`config.mk`:
```
export PLATFORM = sky130hd
export DESIGN_NAME = rgbc_weight
export DESIGN_NICKNAME = d
export VERILOG_FILES = /design/src/hdl/ryb_to_rgb_color_convert_core_macros.svh /design/src/hdl/rgbc_pkg.sv /design/src/hdl/rgbc_weight.sv
export SDC_FILE = /design/constraint.sdc
export NUM_CORES = 1
export LEC_CHECK = 0
export ABC_AREA = 1
export BUFFER_PORTS_ARGS = -buffer_cell sky130_fd_sc_hd__buf_2
export CAP_MARGIN = 25
export CELL_PAD_IN_SITES_DETAIL_PLACEMENT = 0
export CELL_PAD_IN_SITES_GLOBAL_PLACEMENT = 2
export CORE_ASPECT_RATIO = 1.5
export CORE_MARGIN = 5
export CORE_UTILIZATION = 37
export DETAILED_ROUTE_END_ITERATION = 16
export HOLD_SLACK_MARGIN = 0.12
export PLACE_DENSITY = 0.83
export SYNTH_ARGS = -nofsm -noshare
export SYNTH_HDL_FRONTEND = slang
export SYNTH_SLANG_ARGS = --single-unit
```
`constraint.sdc`:
```
create_clock -name clk_i -period 7.85 [get_ports clk_i]
set_clock_uncertainty 0.2 [all_clocks]
set_input_delay 1.57 -clock clk_i [delete_from_list [all_inputs] [get_ports clk_i]]
set_output_delay 1.57 -clock clk_i [all_outputs]
set_load 0.01 [all_outputs]
```
`src/hdl/ryb_to_rgb_color_convert_core_macros.svh`:
```
// assertion macros for the ryb to rgb colour converter
// expects clk_i and rst_ni in the scope that uses them
`ifndef RYB_TO_RGB_COLOR_CONVERT_CORE_MACROS_SVH
`define RYB_TO_RGB_COLOR_CONVERT_CORE_MACROS_SVH

// same-cycle implication, checked out of reset
`define RGBC_ASSERT_IMP(lbl, ante, cons) \
  lbl: assert property (@(posedge clk_i) disable iff (!rst_ni) (ante) |-> (cons)) \
    else $error("rgbc check failed");

// next-cycle implication, checked out of reset
`define RGBC_ASSERT_NXT(lbl, ante, cons) \
  lbl: assert property (@(posedge clk_i) disable iff (!rst_ni) (ante) |=> (cons)) \
    else $error("rgbc check failed");

`endif

```
`src/hdl/rgbc_pkg.sv`:
```
// shared constants and the colour cube corner table for the ryb to rgb converter
// no dependencies
package rgbc_pkg;

  localparam int FRAC_BITS_DEF = 15;
  localparam int FIELD_W       = 16;
  localparam int CHANNELS      = 3;
  localparam int CORNERS       = 8;
  localparam int TDATA_W       = CHANNELS * FIELD_W;

  // corner values in thousandths, [corner][channel]
  localparam int CORNER_MILLI [CORNERS][CHANNELS] = '{
    '{1000, 1000, 1000},
    '{1000, 1000,    0},
    '{1000,    0,    0},
    '{1000,  500,    0},
    '{ 163,  373,  600},
    '{   0,  660,  200},
    '{ 500,    0,  500},
    '{ 200,   94,    0}
  };

  // corner in fixed point, rounded to nearest
  function automatic longint corner_fx(input int k, input int ch, input int frac);
    longint one;
    one = longint'(1) << frac;
    return (longint'(CORNER_MILLI[k][ch]) * one + 64'sd500) / 1000;
  endfunction

endpackage

```
`src/hdl/rgbc_weight.sv`:
```
// smoothstep weight w = t*t*(3-2t) over three register stages
// depends on rgbc_pkg
module rgbc_weight #(
  parameter int FRAC_BITS = rgbc_pkg::FRAC_BITS_DEF
) (
  input  logic                       clk_i,
  input  logic                       en_i,
  input  logic [rgbc_pkg::FIELD_W-1:0] t_i,
  output logic [FRAC_BITS:0]         w_o
);

  localparam int VW = FRAC_BITS + 1;
  localparam int EW = (VW > rgbc_pkg::FIELD_W) ? VW : rgbc_pkg::FIELD_W;
  localparam logic [VW-1:0] ONE       = VW'(1) << FRAC_BITS;
  localparam logic [VW-1:0] HALF      = VW'(1) << (FRAC_BITS - 1);
  localparam logic [VW:0]   THREE_ONE = (VW + 1)'(3) << FRAC_BITS;

  logic [EW-1:0]     t_ext;
  logic [VW-1:0]     t_sat;
  logic [VW-1:0]     t_q;
  logic [2*VW-1:0]   sq_q;
  logic [2*VW-1:0]   sq_rnd;
  logic [VW-1:0]     t2;
  logic [VW:0]       poly;
  logic [2*VW:0]     p_q;
  logic [2*VW:0]     p_rnd;
  logic [VW-1:0]     w_d;
  logic [VW-1:0]     w_q;

  // stage 1: saturate to one and square
  assign t_ext = EW'(t_i);
  assign t_sat = (t_ext > EW'(ONE)) ? ONE : t_ext[VW-1:0];

  // stage 2: round the square, multiply by 3 - 2t
  assign sq_rnd = (sq_q + (2*VW)'(HALF)) >> FRAC_BITS;
  assign t2     = sq_rnd[VW-1:0];
  assign poly   = THREE_ONE - {t_q, 1'b0};

  // stage 3: round and limit to one
  assign p_rnd = (p_q + (2*VW+1)'(HALF)) >> FRAC_BITS;
  assign w_d   = (p_rnd > (2*VW+1)'(ONE)) ? ONE : p_rnd[VW-1:0];

  always_ff @(posedge clk_i) begin
    if (en_i) begin
      t_q  <= t_sat;
      sq_q <= (2*VW)'(t_sat) * (2*VW)'(t_sat);
      p_q  <= (2*VW+1)'(t2) * (2*VW+1)'(poly);
      w_q  <= w_d;
    end
  end

  assign w_o = w_q;

endmodule

```
## Word level (Yosys, flattened, before mapping)

Index checks and enable logic that the tools add are counted.

- Add/sub/neg operators: 3
- Multipliers: 2
- Divide/modulo/power cells: 0
- Order comparisons: 2
- Eq/ne operators: 0
- Shift-type cells: 0
- Mux-type cells: 1
- Bitwise gates (word level): 0
- Reduce and logical (&&, ||, !) cells: 0

Operators by type and width:

| cell | count |
|---|---|
| adder 33 x 15 -> 33 bit (second input constant) | 1 |
| multiplier 16 x 17 -> 33 bit | 1 |
| adder 31 x 15 -> 31 bit (second input constant) | 1 |
| multiplier 16 x 16 -> 31 bit | 1 |
| greater-than comparator 18 x 16 -> 1 bit (second input constant) | 1 |
| subtractor 17 bit (first input constant) | 1 |
| greater-than comparator 16 bit (second input constant) | 1 |
| 2-to-1 mux 16 bit | 1 |

- Bits in registers: 96
- Latch bits: 0
- RAM bits: 0
- ROM bits: 0
- Bits of input ports: 18
- Output and inout bits: 16
- Word-level logic and storage cells: 12
- Memories: 0

## Longest topological paths before layout

- Depth after elaboration: 3
- Gate-level depth with buffers: 35
- Depth with buffers taken out: 34

## Worst setup path before layout

No wires, ideal clock.

- Path type: input-to-reg
- From: input t_i[11] (netlist name)
- To: register sq_q[30], data pin
- Setup time: 252 ps
- Arrival: 7279 ps
- Required time: 7398 ps
- Setup slack: 118 ps
- Stages on the path: 31
- Path buffers: 2
- Path through: buf_2 -> nor2_1 -> nand2_1 -> nor2_1 -> nand2_1 -> nand2_1 -> inv_2 -> buf_2 -> nor2_2 -> inv_1 -> nor2_1 -> inv_1 -> fa_1 -> inv_1 -> fa_1 -> fa_1 -> fa_1 -> fa_1 -> inv_1 -> fa_1 -> inv_1 -> ha_1 -> a21oi_1 -> o21a_1 -> inv_1 -> a21oi_1 -> nor2_1 -> a211oi_1 -> nand2_1 -> nand2_1 -> nand2_1

- Cells in the longest elaborated chain, start to end: 3

Ends and longest elaborated chain:

| item | line | text |
|---|---|---|
| start, declared | rgbc_weight.sv:8 | `input logic [rgbc_pkg::FIELD_W-1:0] t_i,` |
| greater-than comparator 16 bit | rgbc_weight.sv:32 | `assign t_sat = (t_ext > EW'(ONE)) ? ONE : t_ext[VW-1:0];` |
| 2-to-1 mux 16 bit | rgbc_weight.sv:32 |  |
| net t_sat[7] | rgbc_weight.sv:19 | `logic [VW-1:0] t_sat;` |
| multiplier 16 x 16 -> 31 bit | rgbc_weight.sv:46 | `sq_q <= (2*VW)'(t_sat) * (2*VW)'(t_sat);` |
| end signal, assigned | rgbc_weight.sv:46 |  |
| end, declared | rgbc_weight.sv:21 | `logic [2*VW-1:0] sq_q;` |

The timed path passes the listed nets, and every way through them passes these cells.
A chain may end at the register's enable or synchronous reset.

## Final worst setup path

- From: input t_i[12] (netlist name)
- To: register sq_q[29], data pin

The elaborated chain is that of the path after synthesis.

==> metrics.md <==
| Metric | Value |
|---|---|
| Status | finished clean |
| CTS Hold Bufs | 0 |
| Fin crit period | 7550 ps |
| Slowest cell on crit path | fa_1 |
| Top post-synthesis cells by count | inv_1 (594), nand2_1 (431), fa_1 (354), nor2_1 (266), ha_1 (197) |
| Post-synth top area share | 37.2% |
| Cell row count | 102 |
| Max Fclk | 0.132 GHz |
| Slew Viols, Final | 0 |
| # setup viols final | 0 |
| CTS buffer count | 9 |
| Fill cell count | 5299 |
| Vias in the first global route | 17700 |
| Area grow syn2layout | 16.2% |
| Worst Setup End Kind | flop |
| Via count | 15500 |
| Critical path required time | 7760 ps |
| Most common cell in the netlist | inv_1 |
| Synth Register Bits | 68 |
| Critical path type | input pin to flop |
| Distinct cells, synth | 50 |
| Share of layout cells above drive strength 1 | 14.2% |
| Post-DP HPWL | 52800 um |
| CP max stage delay | 540 ps |
| MaxCap Viol Count | 0 |
| Tcrit/Tclk final | 96.2% |
| Post-Synthesis Cells | 2318 |
| DRC violation count after routing | 0 |
| Setup Fix Bufs, Post-CTS | 0 |
| IO buf count | 33 |
| Ys async rst share | 0% |
| RSZ-0062 raised after global routing | yes |
| Initial DRC Count | 444 |
| CP arrival | 7470 ps |
| Final Util | 43.1% |
| TritonCTS clock tree | yes |
| CTS resizes | 0 |
| Diode count | 0 |
| Full die area | 0.0562 mm^2 |
| Rel. slew slack | 39.0% |
| Antenna-violating nets left | 0 |
| Via density | 4.75 |
| First-pass DRT Iterations | 5 |
| Starting Density | 37.1% |
| Core area | 0.0513 mm^2 |
| Syn Area/Cell | 8.22 um^2 |
| Fin. Hold Viols | 0 |
| Worst min-delay path category | flop to flop |
| Layout Nets | 3160 |
| Wirelength per Cell | 17.7 um |
| Yosys Warn Count | 0 |
| Clk sinks | 68 |
| CP top delay family | adder cells |
| Startpoint types | input pin |
| Clock root buffer | clkbuf_16 |
| Top cell by count, worst path | nand2_1 |
| Die W | 195 um |
| Worst slew pin tran | 914 ps |
| Register area share after synthesis | 10.7% |
| Global-route wire length before repair | 91500 um |
| Grt ovf | 0 |
| Clk_lat worst skew | 360 ps |
| Synthesized cell area | 0.0191 mm^2 |
| Height of the chip | 288 um |
| Io pins | 34 |
| EDFF count, synth | 68 |
| Synth area leader | fa_1 |
| Main synth FF type | edfxtp_1 |
| Initial antenna violation count | 1 |
| Worst Path Buf+Inv | 8 |
| Final WL | 57900 um |
| Largest cells by area after synthesis | fa_1 (37%), ha_1 (13%), inv_1 (12%) |
| CTS clock-pin slew for the worst setup and hold paths | 60 ps |
| Overall Global Routing Usage | 21.1% |
| Pin count of the biggest net entering global routing | 69 |
| Max clock buf depth | 2 |
| CTS HTree Levels | 3 |
| Final RePlAce weighted congestion | 0.942 |
| Critical path fanouts, max | 7 |
layer usage:
layer / up-vias / part of all wire [%] / global-route usage [%]
met1: 7562 / 31 / 18.2
li1: 7459 / - / -
met4: 2 / 7.8 / 13.1
met3: 193 / 2.4 / 1.78
met5: - / 0.022 / 0
met2: 330 / 59 / 44.7
tightest hold or removal path: stages (launching register included):
cell and delay [ps]:
edfxtp_1 370, xnor2_1 80, inv_1 70, a21oi_1 40
state kept, by name, indices dropped and copies added (netlist names):
| name | count |
|---|---|
| t_q | 16 |
| p_q | 19 |
| sq_q | 17 |
| w_o | 16 |
per-stage QoR:
step	hold WS [ps]	setup TNS [ps]	cell area [um^2]	setup WS (ps)	std cells
6_report	526	0	22100	298	3272
5_1_grt	567	-65.2	22100	-34.1	3272
4_1_cts	533	0	22100	142	3272
3_5_place_dp	520	-1280	21800	-232	3256
3_3_place_gp	504	-924	21800	-240	3256
2_1_floorplan	443	0	19100	118	2337
final timing paths:
kind	from	to	slack, ps	cells after the start
min reg2reg	p_q[25]	w_o[10]	530	3
max	t_i[12]	sq_q[29]	300	30
min	p_q[25]	w_o[10]	530	3
max reg2reg	sq_q[14]	p_q[31]	500	30
cell usage in the layout (no fill, tap or decap), drive strengths merged, types with 6 or more instances in the layout:
cell    count
nor2      295
clkbuf     11
nor3       35
fa        354
a21oi      82
a21o        9
buf       267
clkinv      8
ha        197
nand2     439
nand4      15
o21a        7
o21ai      32
nand3      51
a21boi      6
xor2       36
a31oi       7
inv       606
edfxtp     68
conb       21
xnor2      21
cells by family after synthesis:
| family | Yosys count | share of synthesized area, % |
|---|---|---|
| buffers and inverters | 635 | 12.7 |
| XOR/XNOR | 57 | 2.84 |
| adder cells (fa/ha/maj) | 551 | 50.1 |
| flip-flops | 68 | 10.7 |
| AND/OR/NAND/NOR | 848 | 18.8 |
| AO/OA/AOI/OAI | 157 | 4.74 |
| other | 2 | 0.0394 |
final cells by class:
type / count / area [um^2] / share of cell area (%)
clock buffers: 11 / 233 / 1.05
flip-flops and latches: 68 / 2040 / 9.23
repair buffers: 267 / 1970 / 8.91
inverters: 611 / 2300 / 10.4
multi-input cells: 1634 / 14700 / 66.5
well taps: 676 / 846 / 3.82
clock inverters: 5 / 28.8 / 0.130
Power is left out: the tool's default activity adds up to more than one toggle a clock period on the data nets, which glitch-free logic cannot reach.
