$ cat src/hdl/ryb_to_rgb_color_convert_core_macros.svh
// assertion macros for the ryb to rgb colour converter
// expects clk_i and rst_ni in the scope that uses them
`ifndef RYB_TO_RGB_COLOR_CONVERT_CORE_MACROS_SVH
`define RYB_TO_RGB_COLOR_CONVERT_CORE_MACROS_SVH

// same-cycle implication, checked out of reset
`define RGBC_ASSERT_IMP(lbl, ante, cons) \
  lbl: assert property (@(posedge clk_i) disable iff (!rst_ni) (ante) |-> (cons)) \
    else $error("rgbc check failed");

// next-cycle implication, checked out of reset
`define RGBC_ASSERT_NXT(lbl, ante, cons) \
  lbl: assert property (@(posedge clk_i) disable iff (!rst_ni) (ante) |=> (cons)) \
    else $error("rgbc check failed");

`endif

$ cat src/hdl/rgbc_pkg.sv
// shared constants and the colour cube corner table for the ryb to rgb converter
// no dependencies
package rgbc_pkg;

  localparam int FRAC_BITS_DEF = 15;
  localparam int FIELD_W       = 16;
  localparam int CHANNELS      = 3;
  localparam int CORNERS       = 8;
  localparam int TDATA_W       = CHANNELS * FIELD_W;

  // corner values in thousandths, [corner][channel]
  localparam int CORNER_MILLI [CORNERS][CHANNELS] = '{
    '{1000, 1000, 1000},
    '{1000, 1000,    0},
    '{1000,    0,    0},
    '{1000,  500,    0},
    '{ 163,  373,  600},
    '{   0,  660,  200},
    '{ 500,    0,  500},
    '{ 200,   94,    0}
  };

  // corner in fixed point, rounded to nearest
  function automatic longint corner_fx(input int k, input int ch, input int frac);
    longint one;
    one = longint'(1) << frac;
    return (longint'(CORNER_MILLI[k][ch]) * one + 64'sd500) / 1000;
  endfunction

endpackage

$ cat src/hdl/rgbc_lerp.sv
// one interpolation a + sign(b-a) * round(w*|b-a|), product and add in two stages
// depends on rgbc_pkg
module rgbc_lerp #(
  parameter int FRAC_BITS = rgbc_pkg::FRAC_BITS_DEF
) (
  input  logic               clk_i,
  input  logic               en_i,
  input  logic [FRAC_BITS:0] w_i,
  input  logic [FRAC_BITS:0] a_i,
  input  logic [FRAC_BITS:0] b_i,
  output logic [FRAC_BITS:0] y_o
);

  localparam int VW = FRAC_BITS + 1;
  localparam logic [VW-1:0] HALF = VW'(1) << (FRAC_BITS - 1);

  logic              neg;
  logic [VW-1:0]     diff;
  logic [2*VW-1:0]   prod_q;
  logic [VW-1:0]     a_q;
  logic              neg_q;
  logic [2*VW-1:0]   prod_rnd;
  logic [VW-1:0]     step;
  logic [VW-1:0]     y_d;
  logic [VW-1:0]     y_q;

  assign neg  = (b_i < a_i);
  assign diff = neg ? (a_i - b_i) : (b_i - a_i);

  // rounding half away from zero, step never exceeds |b-a|
  assign prod_rnd = (prod_q + (2*VW)'(HALF)) >> FRAC_BITS;
  assign step     = prod_rnd[VW-1:0];
  assign y_d      = neg_q ? (a_q - step) : (a_q + step);

  always_ff @(posedge clk_i) begin
    if (en_i) begin
      prod_q <= (2*VW)'(w_i) * (2*VW)'(diff);
      a_q    <= a_i;
      neg_q  <= neg;
      y_q    <= y_d;
    end
  end

  assign y_o = y_q;

endmodule

$ cat config.mk
export PLATFORM = sky130hd
export DESIGN_NAME = rgbc_lerp
export DESIGN_NICKNAME = d
export VERILOG_FILES = /design/src/hdl/ryb_to_rgb_color_convert_core_macros.svh /design/src/hdl/rgbc_pkg.sv /design/src/hdl/rgbc_lerp.sv
export SDC_FILE = /design/constraint.sdc
export NUM_CORES = 1
export LEC_CHECK = 0
export ABC_CLOCK_PERIOD_IN_PS = 9100
export BUFFER_PORTS_ARGS = -buffer_cell sky130_fd_sc_hd__clkbuf_2
export CAP_MARGIN = 20
export CORE_MARGIN = 8
export CORE_UTILIZATION = 55
export CTS_BUF_LIST = sky130_fd_sc_hd__clkbuf_16
export DETAILED_ROUTE_END_ITERATION = 16
export PLACE_DENSITY = 0.82
export SLEW_MARGIN = 20
export SYNTH_ARGS = -nofsm -noshare
export SYNTH_HDL_FRONTEND = slang
export SYNTH_SLANG_ARGS = --single-unit
$ cat constraint.sdc
create_clock -name clk_i -period 9.1 [get_ports clk_i]
set_clock_uncertainty 0.15 [all_clocks]
set_input_delay 1.365 -clock clk_i [delete_from_list [all_inputs] [get_ports clk_i]]
set_output_delay 1.365 -clock clk_i [all_outputs]
set_load 0.02 [all_outputs]
After elaboration in Yosys (flattened, before gate mapping)
Cells that the tools add are included.
- register bits: 64
- input bits: 50
- output and inout bits: 16
- word-level logic and storage cells: 13
- $add $sub $neg: 5
- multiply operators: 1
- magnitude comparators: 1
- multiplexer cells: 2
- operators with widths (kind ; count):
    $sub 16x16->16 ; 3
    $mux 16 ; 2
    $add 31x15->31 const B ; 1
    $mul 16x16->31 ; 1
    $add 16x16->16 ; 1
    $lt 16x16->1 ; 1

Longest topological paths before layout
Gate-level depths: netlist of run 1.
- word-level depth: 3
- gate-level depth with buffers: 38

Worst setup path after synthesis of run 1
No wires, ideal clock.
- kind: input port to flip-flop
- start point: input port a_i[7]
- end point: register prod_q[24], data pin
- arrival: 8983 ps
- data required time: 8692 ps
- path slack: -291 ps
- cell stages on the path: 33
- buffers on the path: 3
- path through: inv_1 -> ha_1 -> buf_6 -> a21o_1 -> or3_1 -> o211a_1 -> or2_4 -> buf_6 -> a221o_2 -> xor2_1 -> clkbuf_1 -> and2_1 -> fa_1 -> inv_1 -> fa_1 -> fa_1 -> inv_1 -> fa_1 -> fa_1 -> inv_1 -> fa_1 -> inv_1 -> ha_1 -> a21o_1 -> a21o_1 -> a21o_1 -> a211oi_1 -> o2111ai_1 -> and3_1 -> o31a_1 -> o21ai_0 -> nand2b_1 -> xor2_1
- longest elaborated chain between the ends: 3
- elaborated cells between the ends (all ways): 5
- classes of those cells: add/sub: 2; mul: 1; order compare: 1; mux: 1
- ends and longest elaborated chain (element ; line ; text):
    from (decl) ; rgbc_lerp.sv:9 ; input logic [FRAC_BITS:0] a_i,
    $sub 16x16->16 or $lt 16x16->1 (tied branches) ; rgbc_lerp.sv:28, rgbc_lerp.sv:27 ;
    $mux 16 * ; rgbc_lerp.sv:28 ; assign diff = neg ? (a_i - b_i) : (b_i - a_i);
    $mul 16x16->31 * ; rgbc_lerp.sv:37 ; prod_q <= (2*VW)'(w_i) * (2*VW)'(diff);
    to (signal assigned) ; rgbc_lerp.sv:37 ;
    to (decl) ; rgbc_lerp.sv:19 ; logic [2*VW-1:0] prod_q;
Mark *: on every way between the ends. The rest lies on a longest branch, timed or not.
A chain may end at the register's enable or synchronous reset.

Worst setup path in the final report of run 1
- start point: input port b_i[0]
- end point: register prod_q[29], data pin
- longest elaborated chain between the ends: 3
- elaborated cells between the ends (all ways): 5
- classes of those cells: add/sub: 2; mul: 1; order compare: 1; mux: 1
- ends and longest elaborated chain (element ; line ; text):
    from (decl) ; rgbc_lerp.sv:10 ; input logic [FRAC_BITS:0] b_i,
    $sub 16x16->16 or $lt 16x16->1 (tied branches) ; rgbc_lerp.sv:28, rgbc_lerp.sv:27 ;
    $mux 16 * ; rgbc_lerp.sv:28 ;
    $mul 16x16->31 * ; rgbc_lerp.sv:37 ;
Marked as above.

==> metrics.md, run 1 <==
| Metric | Value |
|---|---|
| Share of synthesized flip-flops with an asynchronous set or reset | 0% |
| Clock-pin slew reported for the worst setup and hold paths after clock tree synthesis | 0.07 ns |
| Yosys cell types | 64 |
| Number of flops mapped to enable cells by yosys | 50 |
| Run status | complete, but fails checks |
| Via count of the first global-routing pass | 10971 |
| Reg2reg setup slack | 4.51 ns |
| Total Routing Usage GR | 22.66% |
| Post-route fraction of the period consumed by the critical path | 101.0% |
| Number of placement rows | 55 |
| Most common cell after layout, fill and taps aside | inv_1 |
| Die Wd | 166.6 microns |
| Share of layout cells above drive strength 1 | 19.17% |
| Leading cell types in the layout, fill and taps excluded | inv_1, fa_1, nand2_1, ha_1, buf_4 |
| Startpoint Class | input port |
| Most used DFF post-synth | edfxtp_1 |
| Finished layout cell area | 14740 sq um |
| Cell area after placement | 14110 sq um |
| Post-layout utilization of the core | 65.69% |
| Final estimated routing congestion in global placement | 0.9021 |
| Detail Route Antenna Nets | 0 |
| Cell count of the worst reg-to-reg path | 16 |
| Deepest clock path buffer count | 2 |
| Die Height | 166.6 microns |
| Synthesized Nets | 1789 |
| Synth Area per Inst | 8.917 sq um |
| Port Buffer Count | 65 |
| Number of instances in the synthesized netlist | 1399 |
| Unrepaired setup endpoints after global routing | true |
| Number of design-rule violations left by the first detailed-router iteration | 742 |
| Sequential element share of the synthesized area | 12.04% |
| Worst Hold Class | reg2reg |
| Worst endpoint required time | 8.99 ns |
| First-pass GRT wire length | 51940 microns |
| Number of design rule violations left after detail routing | 0 |
| Yosys warnings | 0 |
| Maximum number of pins on one net before global-route repair | 51 |
| Global route total overflow | 0 |
| Clock tree from TritonCTS | built |
| Hold violation count in the final report | 0 |
| Crit path capture type | flip-flop |
| Count of state elements after synthesis | 50 |
| Number of clock sinks seen by CTS | 50 |
| Number of vias after detailed routing | 10404 |
| Count of inserted antenna diode cells | 0 |
| Min cycle time layout | 9.196 ns |
| Sum of routed wire length over all layers | 32480 microns |
| Area added between synthesis and finish | 18.13% |
| Later-pin clock latency in the skew report | 0.29 ns |
| Worst reg2reg startpoint | prod_q[14] |
| Full die area | 27760 sq um |
| Worst setup startpoint | b_i[0] |
| Violations in the final reports | setup timing |
| Most used cell along the critical path | fa_1 |
| Transition at the pin with the smallest max-transition slack | 0.8980 ns |
| # IOs | 66 |
| Worst Hold Launch | a_q[1] |
| Num CTS Buffers | 5 |
| DPL Wire Length | 25590 microns |
| Worst hold path stage count | 1 |
| Final net count | 1964 |
| Antenna violations before repair | 0 |
| Delay of the slowest cell on the worst path | 0.55 ns |
| Average wire length per cell after detail routing | 17.46 microns |
| Top fanout value on the critical path | 7 |
| Core area | 22430 sq um |
| Initial standard-cell utilization of the core | 55.61% |
| Number of violations of the max-capacitance limit | 0 |
| Slack of the critical path | -0.09552 ns |
| Endpoint of the most critical register-to-register path | y_o[15] |
| Cell with the largest stage delay on the worst path | fa_1 |
| Netlist area before placement | 12470 sq um |
| Rel. slew slack | 39.67% |
| FMAX | 108.7 MHz |
| Clock tree root buffer cell | clkbuf_16 |
| Finish-stage setup viols | 4 |
| FILL cells | 1681 |
| Critical path arrival | 9.09 ns |
| Worst Setup Path Type | in2reg |
| H-tree depth | 2 |
| Avg Vias per Cell | 5.594 |
| Endpoint, Worst Hold | y_o[1] |
| Detailed Routing Iterations Pass 1 | 7 |
| Slew Viols, Final | 0 |
## timing repair
| action | 4_1_cts | 5_1_grt |
|---|---|---|
| resized for setup | 6 | 64 |
| endpoints found under the hold margin | 0 | 0 |
| hold buffers | 0 | 0 |
| endpoints found under the setup margin | 6 | 13 |
| setup buffers | 2 | 14 |
| cloned | 0 | 3 |
| pin swaps | 6 | 58 |
## metrics by stage
| stage | TNS, ns | cells | setup slack (ns) | hold slack (ns) |
|---|---|---|---|---|
| 6_report | -0.2130 | 1860 | -0.09552 | 0.5088 |
| 5_1_grt | -1.876 | 1860 | -0.3408 | 0.5398 |
| 4_1_cts | 0 | 1843 | 0.009036 | 0.5071 |
| 3_5_place_dp | -3.454 | 1833 | -0.4713 | 0.5058 |
| 3_3_place_gp | -1.216 | 1833 | -0.2490 | 0.4844 |
| 2_1_floorplan | -0.1768 | 1399 | -0.1466 | 0.4748 |
## Yosys cell counts (8+ instances only)
| cell | count | area, sq um |
|---|---|---|
| a31oi_1 | 8 | 50.05 |
| o21ai_0 | 24 | 120.1 |
| a21oi_1 | 40 | 200.2 |
| and2_1 | 91 | 569.3 |
| edfxtp_1 | 50 | 1501 |
| a21o_1 | 31 | 232.7 |
| nor3_1 | 13 | 65.06 |
| nor2b_1 | 27 | 168.9 |
| nand4_1 | 9 | 56.30 |
| ha_1 | 145 | 1814 |
| fa_1 | 195 | 3904 |
| nand3_1 | 22 | 110.1 |
| nor2_1 | 61 | 229.0 |
| inv_1 | 277 | 1040 |
| nand2_1 | 174 | 653.1 |
| clkbuf_1 | 36 | 135.1 |
| xnor2_1 | 54 | 473.0 |
| xor2_1 | 20 | 175.2 |
| nand2b_1 | 15 | 93.84 |
## routing by layer
metal | wire length (microns) | up-vias | track usage (%) | part of all wire [%]
li1 | - | 4740 | - | -
met1 | 12540 | 5114 | 27.40 | 39
met4 | 1294 | 0 | 8.500 | 4.0
met5 | 0 | - | 0 | 0
met2 | 16430 | 439 | 40.99 | 51
met3 | 2221 | 111 | 2.435 | 6.8
## worst max-delay path, delay by kind of cell
family	cells	cell delay (ns)
adder cells (fa/ha/maj)	9	3.64
AO/OA/AOI/OAI	12	2.18
buffers and inverters	7	0.57
AND/OR/NAND/NOR	6	1.00
XOR/XNOR	2	0.31
## logic make-up (layout without fill, tap and decap cells)
logic type	Yosys count	in the layout	synth area share, %
simple gates	433	434	16.80
fa+ha+maj	340	340	45.84
buf+inv	327	502	10.26
compound gates	165	165	8.897
xor+xnor	77	77	5.587
flops	50	50	12.04
mux	7	7	0.5817
## worst max path at each step
stage               slack, ns    endpoint
floorplan               -0.15  prod_q[24]
global placement        -0.25  prod_q[24]
detailed placement      -0.47  prod_q[24]
CTS                     0.009  prod_q[24]
global route            -0.34  prod_q[24]
finish                   -0.1  prod_q[29]
## registers in the layout, summed over array words and instances, names as in the netlist
| signal | count |
|---|---|
| prod_q | 17 |
| a_q | 16 |
| y_o | 16 |
| neg_q | 1 |
## layout make-up
class	count	area (sq um)	share of cell area [%]
sequential	50	1501	10.19
multi-input combinational	1023	10060	68.27
clock buffer	5	125.1	0.8490
tap	285	356.6	2.420
inverter	278	1049	7.115
clock inverter	3	43.79	0.2972
timing repair buffer	216	1600	10.86
Power of run 1 is left out: the tool's default activity adds up to more than one toggle a clock period on the data nets, which glitch-free logic cannot reach.
==> run 2: changes to the inputs <==
ABC_AREA = 1   (was default)
CORE_UTILIZATION = 50   (was 55)
PLACE_DENSITY = 0.76   (was 0.82)
==> metrics.md, run 2 <==
| Metric | Value |
|---|---|
| Netlist area before placement | 13110 sq um (+5.1%) |
| Die Height | 177.9 microns (+6.8%) |
| Number of placement rows | 59 (+7.3%) |
| H-tree depth | 2 (unchanged) |
| Pre-CTS setup slack | 0.1629 ns (+0.6343 ns) |
| # IOs | 66 (unchanged) |
| Most used cell along the critical path | inv_1 |
| Startpoint Class | input port |
| Deepest clock path buffer count | 2 (unchanged) |
| Hold violation count in the final report | 0 (unchanged) |
| Most common cell after layout, fill and taps aside | inv_1 |
| Cell count of the worst reg-to-reg path | 14 (-2) |
| Global route total overflow | 0 (unchanged) |
| Cell with the largest stage delay on the worst path | inv_1 |
| Synthesized Nets | 2073 (+16%) |
| Share of layout cells above drive strength 1 | 7.750% (-11 points) |
| Most used DFF post-synth | edfxtp_1 |
| Most frequent cell after synthesis | inv_1 |
| First-pass GRT wire length | 59400 microns (+14%) |
| Largest cells by area after synthesis | fa_1, ha_1, edfxtp_1 |
| Num CTS Buffers | 5 (unchanged) |
| Area added between synthesis and finish | 6.798% |
| DPL Wire Length | 31080 microns (+21%) |
| Critical path arrival | 8.60 ns (-0.49 ns) |
| Top fanout value on the critical path | 14 (+7) |
| Port Buffer Count | 65 (unchanged) |
| Average wire length per cell after detail routing | 17.77 microns (+1.8%) |
| Number of clock sinks seen by CTS | 50 (unchanged) |
| Share of synthesized flip-flops with an asynchronous set or reset | 0% (unchanged) |
| Avg Vias per Cell | 5.413 (-3.2%) |
| Delay of the slowest cell on the worst path | 0.52 ns (-0.03 ns) |
| Yosys warnings | 0 (unchanged) |
| Worst endpoint required time | 9.01 ns (+0.02 ns) |
| Min cycle time layout | 8.696 ns (-0.4994 ns) |
| Slack of the critical path | 0.4039 ns (+0.4994 ns) |
| FILL cells | 2442 (+45%) |
| Number of design rule violations left after detail routing | 0 (unchanged) |
| Unrepaired setup endpoints after global routing | false |
| Clock tree root buffer cell | clkbuf_16 |
| Share of the synthesized area in the top cell type | 29.79% (-1.5 points) |
| Number of instances in the synthesized netlist | 1683 (+20%) |
| Rel. slew slack | 53.64% (+14 points) |
| Run status | completed |
| Detail Route Antenna Nets | 0 (unchanged) |
| Number of violations of the max-capacitance limit | 0 (unchanged) |
| Maximum number of pins on one net before global-route repair | 51 (unchanged) |
| FMAX | 115.0 MHz (+5.7%) |
| Number of flops mapped to enable cells by yosys | 50 (unchanged) |
| Number of design-rule violations left by the first detailed-router iteration | 990 (+33%) |
| Worst Setup Path Type | in2reg |
| Clock-pin slew reported for the worst setup and hold paths after clock tree synthesis | 0.07 ns (about the same) |
| Buffers inserted by post-CTS timing repair | 0 (-2) |
| Synth Area per Inst | 7.787 sq um (-13%) |
| Sum of routed wire length over all layers | 36910 microns (+14%) |
| Slew Viols, Final | 0 (unchanged) |
| Die Wd | 177.9 microns (+6.8%) |
| Total Routing Usage GR | 23.91% (+1.3 points) |
| Worst Hold Class | reg2reg |
| TNS Setup | 0 ns (+0.2130 ns) |
| Endpoint of the most critical register-to-register path | y_o[13] |
| Post-route fraction of the period consumed by the critical path | 95.56% (-5.5 points) |
| Antenna violations before repair | 0 (unchanged) |
| Detailed Routing Iterations Pass 1 | 7 (unchanged) |
| Leading cell types in the layout, fill and taps excluded | inv_1, nand2_1, fa_1, nor2_1, ha_1 |
| Finish-stage setup viols | 0 (-4) |
| Reg2reg setup slack | 5.34 ns (+0.83 ns) |
| Count of state elements after synthesis | 50 (unchanged) |
| Count of inserted antenna diode cells | 0 (unchanged) |
| Endpoint, Worst Hold | y_o[1] |
| Via count of the first global-routing pass | 11782 (+7.4%) |
| Final net count | 2131 (+8.5%) |
| Number of vias after detailed routing | 11243 (+8.1%) |
| Cell type contributing the most total cell area after synthesis | fa_1 |
| Full die area | 31650 sq um (+14%) |
| Worst hold path stage count | 1 (unchanged) |
| Sequential element share of the synthesized area | 11.46% (-0.58 points) |
| Largest register by flop count | prod_q |
| Transition at the pin with the smallest max-transition slack | 0.6947 ns (-0.2033 ns) |
| Crit path capture type | flip-flop |
| Later-pin clock latency in the skew report | 0.30 ns (about the same) |
| Yosys cell types | 47 (-27%) |
| Initial standard-cell utilization of the core | 50.58% (-5.0 points) |
| Core area | 25910 sq um (+15%) |
| Worst reg2reg startpoint | prod_q[14] |
| Number of flip-flops under the largest register name | 17 (unchanged) |
| Final estimated routing congestion in global placement | 0.9441 (+4.7%) |
| Commonest cells in the netlist | inv_1, nand2_1, fa_1 |
| Worst Hold Launch | a_q[1] |
| Clock tree from TritonCTS | built |
## run 2: kinds of logic (layout without fill, tap and decap cells)
group,Yosys count,in the layout,synth area share (%)
adders and majority gates,340,340,43.63
DFF,50,50,11.46
muxes,1,1,0.07638
buffers and inverters,415,474,12.26
xor gates and xnor gates,72,72,5.184
AOI/OAI and AO/OA,160,160,7.065
and+or+nand+nor,645,645,20.33
## run 2: layer usage
layer | part of all wire, % | wire length, microns | track usage, %
met1 | 40 | 14740 | 29.21
met2 | 48 | 17580 | 40.62
met3 | 8.6 | 3171 | 5.277
met4 | 3.8 | 1417 | 9.066
met5 | 0 | 0 | 0
## run 2: how the worst max path moves through the flow
stage	startpoint	to	slack [ns]	cells past startpoint
after floorplan	b_i[0]	prod_q[27]	0.97	32
after global placement	a_i[7]	prod_q[26]	0.22	32
after detailed placement	b_i[0]	prod_q[26]	0.16	36
after CTS	b_i[0]	prod_q[26]	0.48	36
after global routing	a_i[7]	prod_q[19]	0.01	33
final	a_i[7]	prod_q[27]	0.40	32
## run 2: area by class of cell
type                       instances  area, sq um  area share [%]
multi-input combinational       1218         9997           71.43
sequential                        50         1501           10.73
inverter                         381         1434           10.25
timing repair buffer              85        475.5           3.397
tap                              335        419.2           2.995
clock buffer                       5        125.1          0.8940
clock inverter                     3        43.79          0.3129
## run 2: what timing repair did
| item | CTS | global route |
|---|---|---|
| endpoints found under the hold margin | 0 | 0 |
| endpoints found under the setup margin | 0 | 2 |
| resized for setup | 0 | 1 |
| hold buffers | 0 | 0 |
## run 2: worst max-delay path, delay by kind of cell
kind	cells	cell delay, ns
XOR/XNOR	1	0.15
buffers and inverters	10	1.10
AND/OR/NAND/NOR	8	0.93
AO/OA/AOI/OAI	5	1.27
adder cells (fa/ha/maj)	8	3.75
## run 2: through the flow
step	hold slack, ns	instance area [sq um]	instances	util (%)
5_1_grt	0.6355	14000	2077	54.02
4_1_cts	0.6112	13990	2077	54.00
6_report	0.6091	14000	2077	54.02
3_3_place_gp	0.5421	13820	2069	53.35
2_1_floorplan	0.4748	13110	1683	-
3_5_place_dp	0.5996	13820	2069	53.35
Power of run 2 is left out for the same reason.
